### config.mk
export PLATFORM = sky130hd
export DESIGN_NAME = priority_inheritance_mutex
export DESIGN_NICKNAME = d
export VERILOG_FILES = /design/src/design/pim_pkg.sv /design/src/design/priority_inheritance_mutex.sv
export SDC_FILE = /design/constraint.sdc
export NUM_CORES = 1
export LEC_CHECK = 0
export BUFFER_PORTS_ARGS = -buffer_cell sky130_fd_sc_hd__clkbuf_2
export CAP_MARGIN = 20
export CELL_PAD_IN_SITES_DETAIL_PLACEMENT = 0
export CELL_PAD_IN_SITES_GLOBAL_PLACEMENT = 1
export CORE_UTILIZATION = 52
export CTS_BUF_LIST = sky130_fd_sc_hd__clkbuf_8
export DETAILED_ROUTE_END_ITERATION = 12
export PLACE_DENSITY_LB_ADDON = 0.1
export SETUP_SLACK_MARGIN = 0.15
export SYNTH_ARGS = -nofsm -noshare
export SYNTH_HDL_FRONTEND = slang
export SYNTH_SLANG_ARGS = --single-unit
### constraint.sdc
create_clock -name clk -period 9.2 [get_ports clk]
set_clock_uncertainty 0.05 [all_clocks]
set_input_delay 2.76 -clock clk [delete_from_list [all_inputs] [get_ports clk]]
set_output_delay 2.76 -clock clk [all_outputs]
set_load 0.1 [all_outputs]
### src/design/pim_pkg.sv
`timescale 1ns / 1ps
`default_nettype none
// ----------------------------------------------------------------------------
// pim_pkg
// Types and constants shared by the priority inheritance mutex and its checker.
// ----------------------------------------------------------------------------
package pim_pkg;

  localparam int TASKS  = 8;
  localparam int TASK_W = 3;
  localparam int PRIO_W = 8;
  localparam int TICK_W = 32;
  localparam int IDX_W  = (TASKS > 1) ? $clog2(TASKS) : 1;
  localparam int CNT_W  = $clog2(TASKS + 1);

  typedef enum logic [1:0] {
    FUNC_LOCK   = 2'd0,
    FUNC_UNLOCK = 2'd1,
    FUNC_EXPIRE = 2'd2
  } func_e;

  typedef enum logic [3:0] {
    ST_ACQUIRED   = 4'd0,
    ST_OWNER      = 4'd1,
    ST_REFUSED    = 4'd2,
    ST_QUEUED     = 4'd3,
    ST_IGNORED    = 4'd4,
    ST_RELEASED   = 4'd5,
    ST_HANDED     = 4'd6,
    ST_REMOVED    = 4'd7,
    ST_NO_WAITER  = 4'd8
  } status_e;

  typedef struct packed {
    logic [1:0]        func;
    logic [TASK_W-1:0] task_req;
    logic [PRIO_W-1:0] requester_priority;
    logic [PRIO_W-1:0] base_priority;
    logic [TICK_W-1:0] timeout;
  } req_t;

  typedef struct packed {
    logic [3:0]        status;
    logic              owner_valid;
    logic [TASK_W-1:0] owner_now;
    logic              prio_write;
    logic [TASK_W-1:0] prio_task;
    logic [PRIO_W-1:0] prio_value;
    logic              woken_valid;
    logic [TASK_W-1:0] woken_task;
    logic [TICK_W-1:0] wait_ticks;
    logic              switch_request;
  } rsp_t;

endpackage : pim_pkg
`default_nettype wire

### src/design/priority_inheritance_mutex.sv
`timescale 1ns / 1ps
`default_nettype none
// ----------------------------------------------------------------------------
// priority_inheritance_mutex
// Hardware mutex with priority inheritance. Every request but an owner's
// unlock finishes in the cycle it is accepted, and its response is in the
// output register in the cycle after. An unlock by the owner walks the waiter
// priority memory one entry per cycle through its single read port and its
// response is registered once the output register is free; handover goes to
// the most urgent waiter, ties to the lowest task number. A new request is
// taken once the block is idle and the output register is empty or being drained.
// ----------------------------------------------------------------------------
module priority_inheritance_mutex (
  input  wire logic          clk,
  input  wire logic          rst_n,
  input  wire logic          in_valid,
  output logic               in_stall,
  input  wire pim_pkg::req_t in_data,
  output logic               out_valid,
  input  wire logic          out_stall,
  output pim_pkg::rsp_t      out_data
);

  typedef enum logic [2:0] {
    S_IDLE = 3'b001,
    S_SCAN = 3'b010,
    S_DONE = 3'b100
  } state_t;

  state_t                         state_r, state_nxt;
  logic                           lock_held_r, lock_held_nxt;
  logic [pim_pkg::TASK_W-1:0]     owner_id_r, owner_id_nxt;
  logic [pim_pkg::PRIO_W-1:0]     owner_prio_r, owner_prio_nxt;
  logic [pim_pkg::TASKS-1:0]      wait_mask_r, wait_mask_nxt;

  logic                           out_valid_r, out_valid_nxt;
  pim_pkg::rsp_t                  out_data_r, out_data_nxt;

  // unlock scan
  logic [pim_pkg::CNT_W-1:0]      rd_cnt_r, rd_cnt_nxt;
  logic                           rd_pend_r, rd_pend_nxt;
  logic [pim_pkg::IDX_W-1:0]      rd_tag_r, rd_tag_nxt;
  logic                           found_r, found_nxt;
  logic [pim_pkg::IDX_W-1:0]      best_r, best_nxt;
  logic [pim_pkg::PRIO_W-1:0]     bestp_r, bestp_nxt;
  logic [pim_pkg::TASK_W-1:0]     rel_task_r, rel_task_nxt;
  logic [pim_pkg::PRIO_W-1:0]     rel_base_r, rel_base_nxt;

  // waiter priority memory
  logic [pim_pkg::PRIO_W-1:0]     wprio_mem [pim_pkg::TASKS];
  logic                           mem_we;
  logic [pim_pkg::IDX_W-1:0]      mem_waddr;
  logic [pim_pkg::PRIO_W-1:0]     mem_wdata;
  logic                           mem_re;
  logic [pim_pkg::IDX_W-1:0]      mem_raddr;
  logic [pim_pkg::PRIO_W-1:0]     mem_rdata_r;

  logic                           out_free;
  logic                           accept;
  logic                           task_ok;
  logic [pim_pkg::IDX_W-1:0]      req_idx;
  logic                           is_waiting;

  assign out_free  = !out_valid_r || !out_stall;
  assign in_stall  = (state_r != S_IDLE) || !out_free;
  assign accept    = in_valid && !in_stall;
  assign out_valid = out_valid_r;
  assign out_data  = out_data_r;

  assign task_ok    = int'(in_data.task_req) < pim_pkg::TASKS;
  assign req_idx    = pim_pkg::IDX_W'(in_data.task_req);
  assign is_waiting = task_ok && wait_mask_r[req_idx];

  always_ff @(posedge clk) begin
    if (mem_we) begin
      wprio_mem[mem_waddr] <= mem_wdata;
    end
    if (mem_re) begin
      mem_rdata_r <= wprio_mem[mem_raddr];
    end
  end

  always_comb begin
    state_nxt      = state_r;
    lock_held_nxt  = lock_held_r;
    owner_id_nxt   = owner_id_r;
    owner_prio_nxt = owner_prio_r;
    wait_mask_nxt  = wait_mask_r;
    out_valid_nxt  = out_valid_r && out_stall;
    out_data_nxt   = out_data_r;
    rd_cnt_nxt     = rd_cnt_r;
    rd_pend_nxt    = 1'b0;
    rd_tag_nxt     = rd_tag_r;
    found_nxt      = found_r;
    best_nxt       = best_r;
    bestp_nxt      = bestp_r;
    rel_task_nxt   = rel_task_r;
    rel_base_nxt   = rel_base_r;
    mem_we         = 1'b0;
    mem_waddr      = req_idx;
    mem_wdata      = in_data.requester_priority;
    mem_re         = 1'b0;
    mem_raddr      = rd_cnt_r[pim_pkg::IDX_W-1:0];

    case (state_r)
      S_IDLE: begin
        if (accept) begin
          out_data_nxt        = '0;
          out_data_nxt.status = pim_pkg::ST_IGNORED;
          out_valid_nxt       = 1'b1;
          case (in_data.func)
            pim_pkg::FUNC_LOCK: begin
              if (!task_ok) begin
                out_data_nxt.status = pim_pkg::ST_REFUSED;
              end else if (!lock_held_r) begin
                lock_held_nxt       = 1'b1;
                owner_id_nxt        = in_data.task_req;
                owner_prio_nxt      = in_data.requester_priority;
                out_data_nxt.status = pim_pkg::ST_ACQUIRED;
              end else if (owner_id_r == in_data.task_req) begin
                out_data_nxt.status = pim_pkg::ST_OWNER;
              end else if (in_data.timeout == '0) begin
                out_data_nxt.status = pim_pkg::ST_REFUSED;
              end else begin
                if (in_data.requester_priority < owner_prio_r) begin
                  owner_prio_nxt          = in_data.requester_priority;
                  out_data_nxt.prio_write = 1'b1;
                  out_data_nxt.prio_task  = owner_id_r;
                  out_data_nxt.prio_value = in_data.requester_priority;
                end
                wait_mask_nxt[req_idx]      = 1'b1;
                mem_we                      = 1'b1;
                out_data_nxt.wait_ticks     = in_data.timeout;
                out_data_nxt.switch_request = 1'b1;
                out_data_nxt.status         = pim_pkg::ST_QUEUED;
              end
            end
            pim_pkg::FUNC_UNLOCK: begin
              if (task_ok && lock_held_r && owner_id_r == in_data.task_req) begin
                out_valid_nxt = 1'b0;
                state_nxt     = S_SCAN;
                rd_cnt_nxt    = '0;
                found_nxt     = 1'b0;
                rel_task_nxt  = in_data.task_req;
                rel_base_nxt  = in_data.base_priority;
              end
            end
            pim_pkg::FUNC_EXPIRE: begin
              if (is_waiting) begin
                wait_mask_nxt[req_idx] = 1'b0;
                out_data_nxt.status    = pim_pkg::ST_REMOVED;
              end else begin
                out_data_nxt.status    = pim_pkg::ST_NO_WAITER;
              end
            end
            default: begin
              out_data_nxt.status = pim_pkg::ST_IGNORED;
            end
          endcase
          out_data_nxt.owner_valid = lock_held_nxt;
          out_data_nxt.owner_now   = lock_held_nxt ? owner_id_nxt : '0;
        end
      end

      S_SCAN: begin
        if (int'(rd_cnt_r) < pim_pkg::TASKS) begin
          mem_re      = 1'b1;
          rd_pend_nxt = 1'b1;
          rd_tag_nxt  = rd_cnt_r[pim_pkg::IDX_W-1:0];
          rd_cnt_nxt  = rd_cnt_r + 1'b1;
        end
        if (rd_pend_r) begin
          if (wait_mask_r[rd_tag_r] && (!found_r || mem_rdata_r < bestp_r)) begin
            found_nxt = 1'b1;
            best_nxt  = rd_tag_r;
            bestp_nxt = mem_rdata_r;
          end
          if (int'(rd_tag_r) == pim_pkg::TASKS - 1) begin
            state_nxt = S_DONE;
          end
        end
      end

      S_DONE: begin
        if (out_free) begin
          state_nxt               = S_IDLE;
          out_valid_nxt           = 1'b1;
          out_data_nxt            = '0;
          out_data_nxt.prio_write = 1'b1;
          out_data_nxt.prio_task  = rel_task_r;
          out_data_nxt.prio_value = rel_base_r;
          if (found_r) begin
            wait_mask_nxt[best_r]       = 1'b0;
            lock_held_nxt               = 1'b1;
            owner_id_nxt                = pim_pkg::TASK_W'(best_r);
            owner_prio_nxt              = bestp_r;
            out_data_nxt.status         = pim_pkg::ST_HANDED;
            out_data_nxt.owner_valid    = 1'b1;
            out_data_nxt.owner_now      = pim_pkg::TASK_W'(best_r);
            out_data_nxt.woken_valid    = 1'b1;
            out_data_nxt.woken_task     = pim_pkg::TASK_W'(best_r);
            out_data_nxt.switch_request = 1'b1;
          end else begin
            lock_held_nxt       = 1'b0;
            owner_id_nxt        = '0;
            out_data_nxt.status = pim_pkg::ST_RELEASED;
          end
        end
      end

      default: begin
        state_nxt = S_IDLE;
      end
    endcase
  end

  always_ff @(posedge clk) begin
    if (!rst_n) begin
      state_r      <= S_IDLE;
      lock_held_r  <= 1'b0;
      owner_id_r   <= '0;
      owner_prio_r <= '0;
      wait_mask_r  <= '0;
      out_valid_r  <= 1'b0;
      rd_pend_r    <= 1'b0;
      rd_cnt_r     <= '0;
      found_r      <= 1'b0;
    end else begin
      state_r      <= state_nxt;
      lock_held_r  <= lock_held_nxt;
      owner_id_r   <= owner_id_nxt;
      owner_prio_r <= owner_prio_nxt;
      wait_mask_r  <= wait_mask_nxt;
      out_valid_r  <= out_valid_nxt;
      rd_pend_r    <= rd_pend_nxt;
      rd_cnt_r     <= rd_cnt_nxt;
      found_r      <= found_nxt;
    end
  end

  always_ff @(posedge clk) begin
    out_data_r <= out_data_nxt;
    rd_tag_r   <= rd_tag_nxt;
    best_r     <= best_nxt;
    bestp_r    <= bestp_nxt;
    rel_task_r <= rel_task_nxt;
    rel_base_r <= rel_base_nxt;
  end

endmodule : priority_inheritance_mutex
`default_nettype wire

==> metrics <==
total track usage 22.9%; DR pass1 iterations 5; max frequency 0.159 GHz; ANT nets after route 0; R2R depth 7; CTS resizes 0; later-pin clock latency in the skew report 0.46 ns; LEAKAGE 0.00355 uW; routed vias 5264; Die Y 127 um; Main synth FF type edfxtp_1; Max stage delay on crit path 0.45 ns; Avg WL per Cell 19.4 um; top post-synthesis cells by area edfxtp_1, dfxtp_1, mux4_2; crit-path cells clkbuf_2 -> nand2_1 -> nand2_1 -> clkbuf_2; DRC Markers 0; diode count 0; max cap viols 0; Worst Setup SP out_stall; post-synth top area share 57.2%; Final Setup Violations 0; Tcrit/Tclk final 68.6%; unique cell type count in the Yosys netlist 59; Clock Sinks 184; Layout Nets 779; Root Buffer clkbuf_8; Starting DRT DRC Count 443; layout cells sized above 1 28.7%; Layout area overhead 13.3%; largest net degree at the start of global routing 69; Post-Syn Area 8080 um2; Top Ports 116; Crit Path Category input pin to output pin; flops & latches, synth 184; CP max stage cell clkbuf_2; post-CTS setup buffer count 0; gr ovfl total 0; mean post-synth cell area 13.5 um2; CTS buffer count 17; Critical Path RT 6.39 ns; R2R Setup Slk 6.47 ns; min-delay src rd_cnt_r[3]$_SDFFE_PN0P_; VDD IR-drop max 0.0000979 V; antenna violations before repair 0; Setup TNS 0 ns; sequential fraction of the synthesis area 64.7%; CP Capture Type output pin; register area 5230 um2; die width 127 um; CTS Buffer Depth 2; Post-Syn Nets 671; Post-synth EDFFs 154; post-synthesis cell count 599; peak fanout along the critical path 5; IO buf count 115; WHS Path Cells 1; Post-Place Setup Slack 2.90 ns; Placed Area 8760 um2; # hold bufs at CTS 0; Worst Hold Path EP rd_pend_r$_SDFF_PN0_; Slew Limit Fails 0; Arr. time, crit path 3.50 ns; fin crit period 6.31 ns; routed wire length 17600 um; Max-slew headroom 34.5%; multi-input logic area 2580 um2; DP HPWL 12300 um; die area 16000 um2; startpoint types input pin; final hold violation count 0; Yosys warnings 0; clock edge transition at the registers on the reported setup and hold paths 0.09 ns; GPL Wtd Cong 0.838; Hold Path Class flop to flop; Initial Utilization 53.1%; fillers 1225; Worst Tran Pin Value 0.979 ns; status finished clean; Critical R2R Launch owner_id_r[2]$_SDFFE_PN0P_; RSZ-0062 raised after global routing no; R2R Path End wprio_mem[6][5]$_DFFE_PP_; number of global-route vias before repair 5089; asr flop ratio synth 0%; first-pass GRT wire length 27100 um; Rows 45; H-tree depth 4; post-layout util 60.2%; final setup margin 2.89 ns; fin area 9150 um2; TritonCTS clock tree yes; area of the core 15200 um2; cell taking the most area after synthesis edfxtp_1; Power Dens Cells 181 nW/um2; DR vias/cell 5.80
==> worst max-delay path: cells and delay by family <==
kind | cells | cell delay, ns
buffers and inverters | 2 | 0.54
and+or+nand+nor | 2 | 0.19
==> area by class of cell <==
cell class	instances	area share, %
sequential	184	57.1
multi-input combinational	355	28.2
timing repair buffer	124	7.00
tap	188	2.57
clock buffer	17	2.56
clock inverter	15	1.60
inverter	25	1.03
==> metal layers <==
layer | global-route usage (%) | vias up | routed length, um
li1 | - | 2489 | -
met1 | 31.1 | 2610 | 7770
met2 | 36.9 | 144 | 8690
met3 | 5.15 | 21 | 866
met4 | 7.16 | 0 | 250
met5 | 0 | - | 0
==> cell usage in the layout (no fill, tap or decap), drive strengths merged, types with 2 or more instances in the layout <==
cell and instances:
a21o 7, a21oi 29, a22oi 4, a31oi 3, and2 4, and2b 2
and3 37, buf 9, clkbuf 132, clkinv 4, clkinvlp 4, dfxtp 30
edfxtp 154, ha 15, inv 31, mux2 11, mux2i 4, mux4 19
nand2 56, nand2b 5, nand3 10, nand3b 2, nand4 5, nor2 42
nor2b 4, nor3 6, nor4 9, o21ai 38, o221a 8, o311a 8
o31ai 3, or3b 4, xnor2 3, xor2 2
==> synthesized netlist by cell type, types with 4 or more instances <==
cell	n
a22oi_1	4
ha_1	15
nand3_1	9
mux4_2	19
inv_1	25
a21o_1	7
nand4_1	5
a21oi_1	29
clkbuf_1	22
nor3_1	6
buf_2	5
and3_1	36
edfxtp_1	154
o221a_1	8
dfxtp_1	30
nor4_1	9
o21ai_0	35
mux2i_1	4
mux2_2	11
nor2_1	41
o311a_1	8
nand2_1	56
==> metrics by stage <==
step / hold slack (ns) / instances / power (uW)
after floorplan: 0.356 / 599 / 1110
after global placement: 0.388 / 873 / 1150
after detailed placement: 0.389 / 875 / 1150
after CTS: 0.402 / 907 / 1670
after global routing: 0.415 / 908 / 1710
final: 0.399 / 908 / 1650
==> worst max-delay path by stage <==
stage          cells past startpoint  slack [ns]  endpoint
6_report                           4        2.89  in_stall
5_1_grt                            4        2.85  in_stall
4_1_cts                            4        2.90  in_stall
3_5_place_dp                       4        2.90  in_stall
3_3_place_gp                       4        2.93  in_stall
2_1_floorplan                      2        2.84  in_stall
==> power by group <==
part           switching (uW)  internal (uW)
clock                     299            220
combinational             168           38.6
sequential               7.51            920
==> flip-flops by register name (all words and copies together) (netlist names), named ones only <==
signal and count:
rd_pend_r 1, lock_held_r 1, bestp_r 8, out_valid 1, mem_rdata_r 8, wprio_mem 64, found_r 1, state_r 3
rd_cnt_r 4, owner_prio_r 8, owner_id_r 3, out_data 57, rel_task_r 3, rd_tag_r 3, rel_base_r 8, best_r 3
==> cell families after synthesis <==
| group | after synthesis | synth area share (%) |
|---|---|---|
| AO/OA/AOI/OAI | 113 | 9.54 |
| buffers and inverters | 60 | 3.56 |
| AND/OR/NAND/NOR | 188 | 12.0 |
| multiplexers | 34 | 7.33 |
| flip-flops | 184 | 64.7 |
| XOR/XNOR | 5 | 0.542 |
| adder cells (fa/ha/maj) | 15 | 2.32 |
Power figures use the tool's default switching activity.
